File: config.mk
export PLATFORM = sky130hd
export DESIGN_NAME = telemetry_delta_sample_decoder
export DESIGN_NICKNAME = d
export VERILOG_FILES = /design/src/hw/rtl/tdsd_pkg.sv /design/src/hw/rtl/tdsd_ram.sv /design/src/hw/rtl/tdsd_unpack.sv /design/src/hw/rtl/tdsd_update.sv /design/src/hw/rtl/telemetry_delta_sample_decoder.sv
export SDC_FILE = /design/constraint.sdc
export NUM_CORES = 1
export LEC_CHECK = 0
export ABC_AREA = 0
export ABC_CLOCK_PERIOD_IN_PS = 10000
export BUFFER_PORTS_ARGS = -buffer_cell sky130_fd_sc_hd__buf_2
export CAP_MARGIN = 20
export CORE_MARGIN = 2
export CORE_UTILIZATION = 30
export DETAILED_ROUTE_END_ITERATION = 6
export PLACE_DENSITY_LB_ADDON = 0.3
export SLEW_MARGIN = 20
export SYNTH_ARGS = -nofsm -noshare
export SYNTH_HDL_FRONTEND = slang
export SYNTH_SLANG_ARGS = --single-unit
File: constraint.sdc
create_clock -name clk_i -period 10 [get_ports clk_i]
set_clock_uncertainty 0.2 [all_clocks]
set_input_delay 1 -clock clk_i [delete_from_list [all_inputs] [get_ports clk_i]]
set_output_delay 1 -clock clk_i [all_outputs]
set_load 0.02 [all_outputs]
File: src/hw/rtl/tdsd_pkg.sv
`default_nettype none

package tdsd_pkg;

  localparam int NumChannels  = 12;
  localparam int ChIdxW       = (NumChannels > 1) ? $clog2(NumChannels) : 1;
  localparam int CycleBytes   = 70;
  localparam int RefBytes     = 15;
  localparam int CycleSamples = 85;
  localparam int SingleByte   = 45;
  localparam int SingleSample = 52;
  localparam int GroupLen     = 5;
  localparam int TripleLen    = 3;

  typedef struct packed {
    logic [6:0] pos;
    logic [9:0] code;
    logic       is_abs;
    logic       last;
  } op_t;

  function automatic logic [3:0] chan_map(input logic [6:0] pos);
    logic [6:0] rel;
    logic [3:0] ch;
    rel = 7'd0;
    if (pos < 7'd12) begin
      ch = pos[3:0];
    end else if (pos < 7'(SingleSample)) begin
      rel = pos - 7'd12;
      ch  = {1'b0, rel[2:0]};
    end else if (pos == 7'(SingleSample)) begin
      ch = 4'd8;
    end else if (pos < 7'(CycleSamples)) begin
      rel = pos - 7'(SingleSample + 1);
      ch  = {1'b0, rel[2:0]};
    end else begin
      ch = 4'd0;
    end
    return ch;
  endfunction

  function automatic logic [ChIdxW-1:0] chan_idx(input logic [6:0] pos);
    logic [3:0]        ch;
    logic [ChIdxW-1:0] idx;
    ch  = chan_map(pos);
    idx = '0;
    for (int k = 0; k < 16; k++) begin
      if (ch == 4'(k)) begin
        idx = ChIdxW'(k % NumChannels);
      end
    end
    return idx;
  endfunction

endpackage

`default_nettype wire

File: src/hw/rtl/tdsd_ram.sv
`default_nettype none

module tdsd_ram #(
  parameter int Width = 16,
  parameter int Depth = 12,
  localparam int AddrW = (Depth > 1) ? $clog2(Depth) : 1
) (
  input  wire logic             clk_i,
  input  wire logic             we_i,
  input  wire logic [AddrW-1:0] waddr_i,
  input  wire logic [Width-1:0] wdata_i,
  input  wire logic             re_i,
  input  wire logic [AddrW-1:0] raddr_i,
  output logic      [Width-1:0] rdata_o
);

  logic [Width-1:0] mem_q [Depth];
  logic [Width-1:0] rdata_q;

  always_ff @(posedge clk_i) begin
    if (we_i) begin
      mem_q[waddr_i] <= wdata_i;
    end
    if (re_i) begin
      rdata_q <= mem_q[raddr_i];
    end
  end

  assign rdata_o = rdata_q;

endmodule

`default_nettype wire

File: src/hw/rtl/tdsd_unpack.sv
`default_nettype none

module tdsd_unpack (
  input  wire logic          clk_i,
  input  wire logic          rst_ni,
  input  wire logic          s_valid_i,
  output logic               s_ready_o,
  input  wire logic [7:0]    s_byte_i,
  input  wire logic          s_end_i,
  output logic               op_valid_o,
  output tdsd_pkg::op_t      op_o,
  input  wire logic          op_ready_i
);

  logic [6:0] bp_q, bp_d;
  logic [6:0] sp_q, sp_d;
  logic [2:0] sub_q, sub_d;
  logic [7:0] held_q [4];
  logic [7:0] held_d [4];

  logic       gen_valid_q, gen_valid_d;
  logic [1:0] gen_i_q, gen_i_d;
  logic [1:0] gen_lasti_q, gen_lasti_d;
  logic       gen_abs_q, gen_abs_d;
  logic [6:0] gen_pos_q, gen_pos_d;
  logic [9:0] gen_code_q [4];
  logic [9:0] gen_code_d [4];

  logic in_ref, is_single, completes, s_fire, op_fire, gen_done, gen_free;

  assign in_ref    = bp_q < 7'(tdsd_pkg::RefBytes);
  assign is_single = bp_q == 7'(tdsd_pkg::SingleByte);
  assign completes = in_ref ? (sub_q == 3'(tdsd_pkg::GroupLen - 1))
                            : (is_single || sub_q == 3'(tdsd_pkg::TripleLen - 1));

  assign op_valid_o  = gen_valid_q;
  assign op_o.pos    = gen_pos_q + {5'd0, gen_i_q};
  assign op_o.code   = gen_code_q[gen_i_q];
  assign op_o.is_abs = gen_abs_q;
  assign op_o.last   = gen_i_q == gen_lasti_q;

  assign op_fire  = gen_valid_q && op_ready_i;
  assign gen_done = op_fire && op_o.last;
  assign gen_free = !gen_valid_q || gen_done;

  assign s_ready_o = !completes || gen_free;
  assign s_fire    = s_valid_i && s_ready_o;

  always_comb begin
    bp_d        = bp_q;
    sp_d        = sp_q;
    sub_d       = sub_q;
    held_d      = held_q;
    gen_valid_d = gen_valid_q;
    gen_i_d     = gen_i_q;
    gen_lasti_d = gen_lasti_q;
    gen_abs_d   = gen_abs_q;
    gen_pos_d   = gen_pos_q;
    gen_code_d  = gen_code_q;

    if (gen_done) begin
      gen_valid_d = 1'b0;
    end else if (op_fire) begin
      gen_i_d = gen_i_q + 2'd1;
    end

    if (s_fire) begin
      if (s_end_i) begin
        bp_d  = 7'd0;
        sp_d  = 7'd0;
        sub_d = 3'd0;
      end else begin
        if (completes) begin
          sub_d       = 3'd0;
          gen_valid_d = 1'b1;
          gen_i_d     = 2'd0;
          gen_abs_d   = in_ref;
          if (in_ref) begin
            gen_lasti_d = 2'd3;
            gen_pos_d   = sp_q;
            sp_d        = sp_q + 7'd4;
            for (int i = 0; i < 4; i++) begin
              gen_code_d[i] = {s_byte_i[7-2*i -: 2], held_q[i]};
            end
          end else if (is_single) begin
            gen_lasti_d   = 2'd0;
            gen_pos_d     = 7'(tdsd_pkg::SingleSample);
            sp_d          = 7'(tdsd_pkg::SingleSample + 1);
            gen_code_d[0] = {4'd0, s_byte_i[5:0]};
          end else begin
            gen_lasti_d   = 2'd3;
            gen_pos_d     = sp_q;
            sp_d          = sp_q + 7'd4;
            gen_code_d[0] = {4'd0, held_q[0][5:0]};
            gen_code_d[1] = {4'd0, held_q[1][5:0]};
            gen_code_d[2] = {4'd0, s_byte_i[5:0]};
            gen_code_d[3] = {4'd0, held_q[0][7:6], held_q[1][7:6], s_byte_i[7:6]};
          end
        end else begin
          sub_d              = sub_q + 3'd1;
          held_d[sub_q[1:0]] = s_byte_i;
        end
        if (bp_q == 7'(tdsd_pkg::CycleBytes - 1)) begin
          bp_d = 7'd0;
          sp_d = 7'd0;
        end else begin
          bp_d = bp_q + 7'd1;
        end
      end
    end
  end

  always_ff @(posedge clk_i or negedge rst_ni) begin
    if (!rst_ni) begin
      bp_q        <= 7'd0;
      sp_q        <= 7'd0;
      sub_q       <= 3'd0;
      gen_valid_q <= 1'b0;
      gen_i_q     <= 2'd0;
      gen_lasti_q <= 2'd0;
    end else begin
      bp_q        <= bp_d;
      sp_q        <= sp_d;
      sub_q       <= sub_d;
      gen_valid_q <= gen_valid_d;
      gen_i_q     <= gen_i_d;
      gen_lasti_q <= gen_lasti_d;
    end
  end

  always_ff @(posedge clk_i) begin
    held_q     <= held_d;
    gen_abs_q  <= gen_abs_d;
    gen_pos_q  <= gen_pos_d;
    gen_code_q <= gen_code_d;
  end

endmodule

`default_nettype wire

File: src/hw/rtl/tdsd_update.sv
`default_nettype none

module tdsd_update (
  input  wire logic          clk_i,
  input  wire logic          rst_ni,
  input  wire logic          op_valid_i,
  input  tdsd_pkg::op_t      op_i,
  output logic               op_ready_o,
  output logic               m_valid_o,
  input  wire logic          m_ready_i,
  output logic [15:0]        m_value_o,
  output logic [3:0]         m_chan_o,
  output logic [6:0]         m_pos_o,
  output logic               m_last_o
);

  logic                             a_valid_q;
  tdsd_pkg::op_t                    a_op_q;
  logic [tdsd_pkg::ChIdxW-1:0]      a_idx_q;
  logic                             fwd_hit_q;
  logic [15:0]                      fwd_val_q;
  logic                             rd_ok_q;
  logic [tdsd_pkg::NumChannels-1:0] valid_q;

  logic        out_valid_q;
  logic [15:0] out_value_q;
  logic [3:0]  out_chan_q;
  logic [6:0]  out_pos_q;
  logic        out_last_q;

  logic                        a_adv, op_take;
  logic [tdsd_pkg::ChIdxW-1:0] rd_idx;
  logic [15:0]                 rdata, old_val, mag, new_val;

  assign a_adv      = a_valid_q && (!out_valid_q || m_ready_i);
  assign op_ready_o = !a_valid_q || a_adv;
  assign op_take    = op_valid_i && op_ready_o;
  assign rd_idx     = tdsd_pkg::chan_idx(op_i.pos);

  tdsd_ram #(
    .Width (16),
    .Depth (tdsd_pkg::NumChannels)
  ) u_chan_ram (
    .clk_i   (clk_i),
    .we_i    (a_adv),
    .waddr_i (a_idx_q),
    .wdata_i (new_val),
    .re_i    (op_take),
    .raddr_i (rd_idx),
    .rdata_o (rdata)
  );

  always_comb begin
    old_val = fwd_hit_q ? fwd_val_q : (rd_ok_q ? rdata : 16'd0);
    mag     = {9'd0, a_op_q.code[4:0], 2'b00};
    if (a_op_q.is_abs) begin
      new_val = {4'd0, a_op_q.code, 2'b00};
    end else if (a_op_q.code[5]) begin
      new_val = old_val + mag;
    end else begin
      new_val = old_val - mag;
    end
  end

  always_ff @(posedge clk_i or negedge rst_ni) begin
    if (!rst_ni) begin
      a_valid_q   <= 1'b0;
      out_valid_q <= 1'b0;
      valid_q     <= '0;
    end else begin
      if (op_take) begin
        a_valid_q <= 1'b1;
      end else if (a_adv) begin
        a_valid_q <= 1'b0;
      end
      if (a_adv) begin
        out_valid_q      <= 1'b1;
        valid_q[a_idx_q] <= 1'b1;
      end else if (m_ready_i) begin
        out_valid_q <= 1'b0;
      end
    end
  end

  always_ff @(posedge clk_i) begin
    if (op_take) begin
      a_op_q    <= op_i;
      a_idx_q   <= rd_idx;
      fwd_hit_q <= a_adv && (a_idx_q == rd_idx);
      fwd_val_q <= new_val;
      rd_ok_q   <= valid_q[rd_idx];
    end
    if (a_adv) begin
      out_value_q <= new_val;
      out_chan_q  <= tdsd_pkg::chan_map(a_op_q.pos);
      out_pos_q   <= a_op_q.pos;
      out_last_q  <= a_op_q.last;
    end
  end

  assign m_valid_o = out_valid_q;
  assign m_value_o = out_value_q;
  assign m_chan_o  = out_chan_q;
  assign m_pos_o   = out_pos_q;
  assign m_last_o  = out_last_q;

endmodule

`default_nettype wire

File: src/hw/rtl/telemetry_delta_sample_decoder.sv
// Telemetry delta-sample decoder.
// Slave stream: one payload byte per transfer in s_axis_tdata; s_axis_tlast
// marks the trailing packet-number byte, which yields no samples and returns
// the byte and sample positions to the start of a 70-byte cycle.
// Master stream: one decoded sample per transfer; m_axis_tlast flags the final
// sample caused by one input byte.
// A byte that completes a group gives its first sample on m_axis after the
// sample generator, the update stage and the output register; a five-byte
// absolute group gives four samples, a delta triple four, the single delta
// byte one, any other byte none. Samples leave at one per cycle while m_axis
// is ready, set by the read-modify-write of the channel value RAM (one read
// and one write port); a triple gives four samples for three bytes.
// Bytes that complete no group are taken while earlier samples are still
// being produced. A stall on m_axis holds the output register, then the
// update stage, then the byte that would start new samples.
// Reset clears positions, pipeline valids and the per-channel written flags;
// unwritten channels read as zero, so no clearing pass is needed.
`default_nettype none

module telemetry_delta_sample_decoder (
  input  wire logic        clk_i,
  input  wire logic        rst_ni,
  input  wire logic        s_axis_tvalid,
  output logic             s_axis_tready,
  input  wire logic [7:0]  s_axis_tdata,   // [7:0] data_byte
  input  wire logic        s_axis_tlast,
  output logic             m_axis_tvalid,
  input  wire logic        m_axis_tready,
  output logic [31:0]      m_axis_tdata,   // [15:0] sample_value, [19:16] channel,
                                           // [26:20] frame_position, [31:27] zero
  output logic             m_axis_tlast
);

  logic          op_valid, op_ready;
  tdsd_pkg::op_t op;
  logic [15:0]   value;
  logic [3:0]    chan;
  logic [6:0]    pos;

  tdsd_unpack u_unpack (
    .clk_i      (clk_i),
    .rst_ni     (rst_ni),
    .s_valid_i  (s_axis_tvalid),
    .s_ready_o  (s_axis_tready),
    .s_byte_i   (s_axis_tdata),
    .s_end_i    (s_axis_tlast),
    .op_valid_o (op_valid),
    .op_o       (op),
    .op_ready_i (op_ready)
  );

  tdsd_update u_update (
    .clk_i      (clk_i),
    .rst_ni     (rst_ni),
    .op_valid_i (op_valid),
    .op_i       (op),
    .op_ready_o (op_ready),
    .m_valid_o  (m_axis_tvalid),
    .m_ready_i  (m_axis_tready),
    .m_value_o  (value),
    .m_chan_o   (chan),
    .m_pos_o    (pos),
    .m_last_o   (m_axis_tlast)
  );

  assign m_axis_tdata = {5'd0, pos, chan, value};

`ifndef SYNTHESIS
  a_pos_range: assert property (@(posedge clk_i) disable iff (!rst_ni)
    m_axis_tvalid |-> pos < 7'(tdsd_pkg::CycleSamples))
    else $error("frame position out of range");

  a_chan_map: assert property (@(posedge clk_i) disable iff (!rst_ni)
    m_axis_tvalid |-> chan == tdsd_pkg::chan_map(pos))
    else $error("channel does not match position");

  a_abs_shape: assert property (@(posedge clk_i) disable iff (!rst_ni)
    (m_axis_tvalid && pos < 7'd12) |-> (value[1:0] == 2'b00 && value[15:12] == 4'd0))
    else $error("absolute sample badly formed");

  a_idle_ready: assert property (@(posedge clk_i) disable iff (!rst_ni)
    !op_valid |-> s_axis_tready)
    else $error("input stalled with no samples pending");
`endif

endmodule

`default_nettype wire

==> impl_metrics.yaml <==
run_status:
  status: "completed"
finish:
  drive_gt1_share_pct: 23.1
  area_growth_pct: 15.6
  multi_input_area_sq_um: 4690
  register_area_sq_um: 11600
  nFillCells: 5220
  nets: 1134
  diodes: 0
yosys:
  synth_area_sq_um: 16600
  synth_edf_count: 357
  synth_top_flop_cell: "edfxtp_1"
  netlist_top_cells_count: "edfxtp_1, nand2_1, mux4_2"
  synthCells: 1016
  ys_types: 84
  synth_area_leaders: "edfxtp_1, mux4_2, dfrtp_1, ha_1, mux2_2"
  ys_seq_area_share_pct: 69.7
  ys.warnings.count: 0
  async_flop_share_pct: 8.70
  synth_top_area_cell: "edfxtp_1"
  avgSynthCellArea_sq_um: 16.3
  synth_top_area_share_pct: 64.6
  synthMostInstantiatedCell: "edfxtp_1"
  synth-seq-cells: 391
place:
  place_hpwl_um: 23500
  numPortBuffers: 42
  gp_congestion: 0.773
floorplanning:
  rows: 86
  start_util_pct: 30.3
  die_w_um: 239
  fp.coreArea_sq_um: 54900
  ios: 48
  die-area_sq_um: 57200
  die_h_um: 239
setup_path:
  r2r_end: "u_update.u_chan_ram.rdata_o[8]"
  critPathCaptureType: "register"
  r2r.worst_path.cells: 13
  critPathBufInv: 3
  cp_slowest_cell: "dfrtp_1"
  crit_required_ns: 10.09
  path_cells: "ha_1, fa_1, inv_1, ha_1, nand3_1, a211oi_4, o22ai_4, a21oi_4, buf_4, buf_4, mux4_2, a22oi_1, o21ai_1"
  crit_type: "register to register"
  r2r-start: "u_unpack.gen_i_q[0]"
  worstPathMaxFanout: 37
  crit_arrival_ns: 5.37
  r2r_slack_ns: 4.72
  max_stage_delay_ns: 0.97
  cp.depth: 13
  startpoint_type: "register"
  path_delay_family: "buffers and inverters"
pwr:
  total_power_mw: 6.73
  p_leak_nw: 6.64
  power_density_nw_per_um2: 351
  vdd_drop_max_mv: 0.149
timing:
  setup_tns_ns: 0
  timing.final.crit_share_pct: 52.8
  setup_violations: 0
  rsz0062_at_grt: "false"
  worst_pin_slew_ns: 0.997
  clock.fmax_mhz: 189
  finalMaxSlewViolations: 0
  maxSlewHeadroom_pct: 33.4
  finalHoldViolations: 0
  layout_min_cycle_time_ns: 5.28
clock_network:
  htreeDepth: 2
  cts_buffers: 44
  cts_hold_buf: 0
  clockRootBuffer: "clkbuf_16"
  cts_tree: "done"
  cts.sink_count: 391
  cts_buffer_depth: 3
  insertion_delay_ns: 0.57
  cts_setup_buffers: 0
  clk_pin_slew_ns: 0.06
  cts-resized-gates: 0
min_path:
  hp-start: "u_unpack.held_q[19]"
  holdPathEnd: "u_unpack.gen_code_q[23]"
  hold_path_class: "register to register"
  whs_path_depth: 0
global_routing:
  overflow: 0
  grt_usage_pct: 13.6
  grt_pass1_vias: 9446
  antenna_found_initial: 1
  grt_max_degree: 61
  grt_pass1_wl_um: 58500
detailed_routing:
  drt-pass1-iter-count: 5
  drc: 0
  wl_um: 38100
  detail-route-antenna-nets: 0
  via_count: 9294
  avgRoutedWirePerCell_um: 20.8
  drtIter0Drc: 688
  routed_via_density: 5.07
flow_run:
  maxCapViolCount: 0
cells in the final DEF (no fill, tap or decap), types with 7 or more instances in the layout:
cell type  Yosys  layout
ha_1          27      27
buf_2          5      42
o21ai_1       12      16
nand2_1       48      48
a221oi_1      25      25
o31ai_1       13      13
nor2_1        31      24
a22o_1        12      12
xnor2_1        8       8
mux4_2        42      42
dfrtp_1       34      34
nand3_1       16      16
and2_1        12      11
mux2i_1       14      14
nand2b_1      11      11
clkinv_2       0       9
clkinv_1       2       7
mux2_2        23      23
nor3_1        17      12
o21ai_0       33      29
buf_4          8      35
inv_1         24      24
a21oi_1       21      19
nor2_2         0       7
clkbuf_16      0      45
o22a_1        12      12
o211ai_1       7       7
or2_2         15      15
and3_1        25      25
edfxtp_1     357     357
a22oi_1       15      15
worst max-delay path by stage:
| stage | slack, ns | to | from |
|---|---|---|---|
| final | 4.72 | u_update.u_chan_ram.rdata_o[8] | u_unpack.gen_i_q[0] |
| after global routing | 4.33 | u_update.u_chan_ram.rdata_o[13] | u_unpack.gen_i_q[0] |
| after CTS | 4.63 | u_update.u_chan_ram.rdata_o[13] | u_unpack.gen_i_q[0] |
| after detailed placement | 4.64 | u_update.u_chan_ram.rdata_o[13] | u_unpack.gen_i_q[0] |
| after global placement | 4.76 | u_update.u_chan_ram.rdata_o[7] | u_unpack.gen_i_q[0] |
| after floorplan | 5.44 | u_unpack.gen_code_q[0] | u_unpack.bp_q[3] |
state kept, by name (all words and copies together), names as in the netlist, 7 cells and up:
name,count
u_update.u_chan_ram.mem_q,192
u_unpack.gen_code_q,40
u_unpack.held_q,32
u_update.a_op_q,19
u_update.fwd_val_q,16
u_update.m_value_o,16
u_update.u_chan_ram.rdata_o,16
u_update.valid_q,12
u_unpack.bp_q,7
u_unpack.gen_pos_q,7
u_update.m_pos_o,7
power by group:
group | total (mW) | internal, mW | switching, mW
logic | 2.49 | 0.956 | 1.53
clock network | 1.63 | 0.964 | 0.665
registers | 2.61 | 2.42 | 0.192
total | 6.73 | 4.34 | 2.39
cell families after synthesis:
family | Yosys count | share of synthesized area, %
adder cells (fa/ha/maj) | 30 | 2.34
multiplexers | 87 | 8.85
AO/OA/AOI/OAI | 204 | 9.20
other | 1 | 0.0226
XOR/XNOR | 15 | 0.837
buffers and inverters | 81 | 2.44
AND/OR/NAND/NOR | 207 | 6.62
flip-flops | 391 | 69.7
worst reg2reg max path, cell delays in order (launching register included):
cell and delay (ns):
dfrtp_1 0.97, ha_1 0.38, fa_1 0.53, inv_1 0.12
ha_1 0.16, nand3_1 0.11, a211oi_4 0.29, o22ai_4 0.14
a21oi_4 0.13, buf_4 0.42, buf_4 0.63, mux4_2 0.62
a22oi_1 0.21, o21ai_1 0.09
cell type report:
cell class / count / area share [%]
Tap cell: 704 / 4.59
Timing Repair Buffer: 77 / 2.46
Sequential cell: 391 / 60.3
Multi-Input combinational cell: 549 / 24.5
Clock inverter: 27 / 1.37
Clock buffer: 55 / 6.27
Inverter: 29 / 0.567
through the flow:
| step | util, % | std cells | hold WS, ns | area, sq um | worst slack, ns |
|---|---|---|---|---|---|
| after floorplan | - | 1021 | 0.200 | 16600 | 5.44 |
| after global placement | 32.3 | 1750 | 0.204 | 17700 | 4.76 |
| after detailed placement | 32.3 | 1750 | 0.205 | 17700 | 4.64 |
| after CTS | 35.0 | 1832 | 0.216 | 19200 | 4.63 |
| after global routing | 35.0 | 1832 | 0.225 | 19200 | 4.33 |
| final | 35.0 | 1832 | 0.214 | 19200 | 4.72 |
layer usage:
| layer | part of all wire, % | routed length, um | vias up | track usage [%] |
|---|---|---|---|---|
| li1 | - | - | 4209 | - |
| met1 | 46 | 17500 | 4826 | 19.0 |
| met2 | 47 | 17800 | 206 | 21.7 |
| met3 | 5.3 | 2010 | 53 | 2.19 |
| met4 | 2.0 | 759 | 0 | 4.17 |
| met5 | 0 | 0 | - | 0 |
No activity file was read; power rests on OpenSTA's default activity.
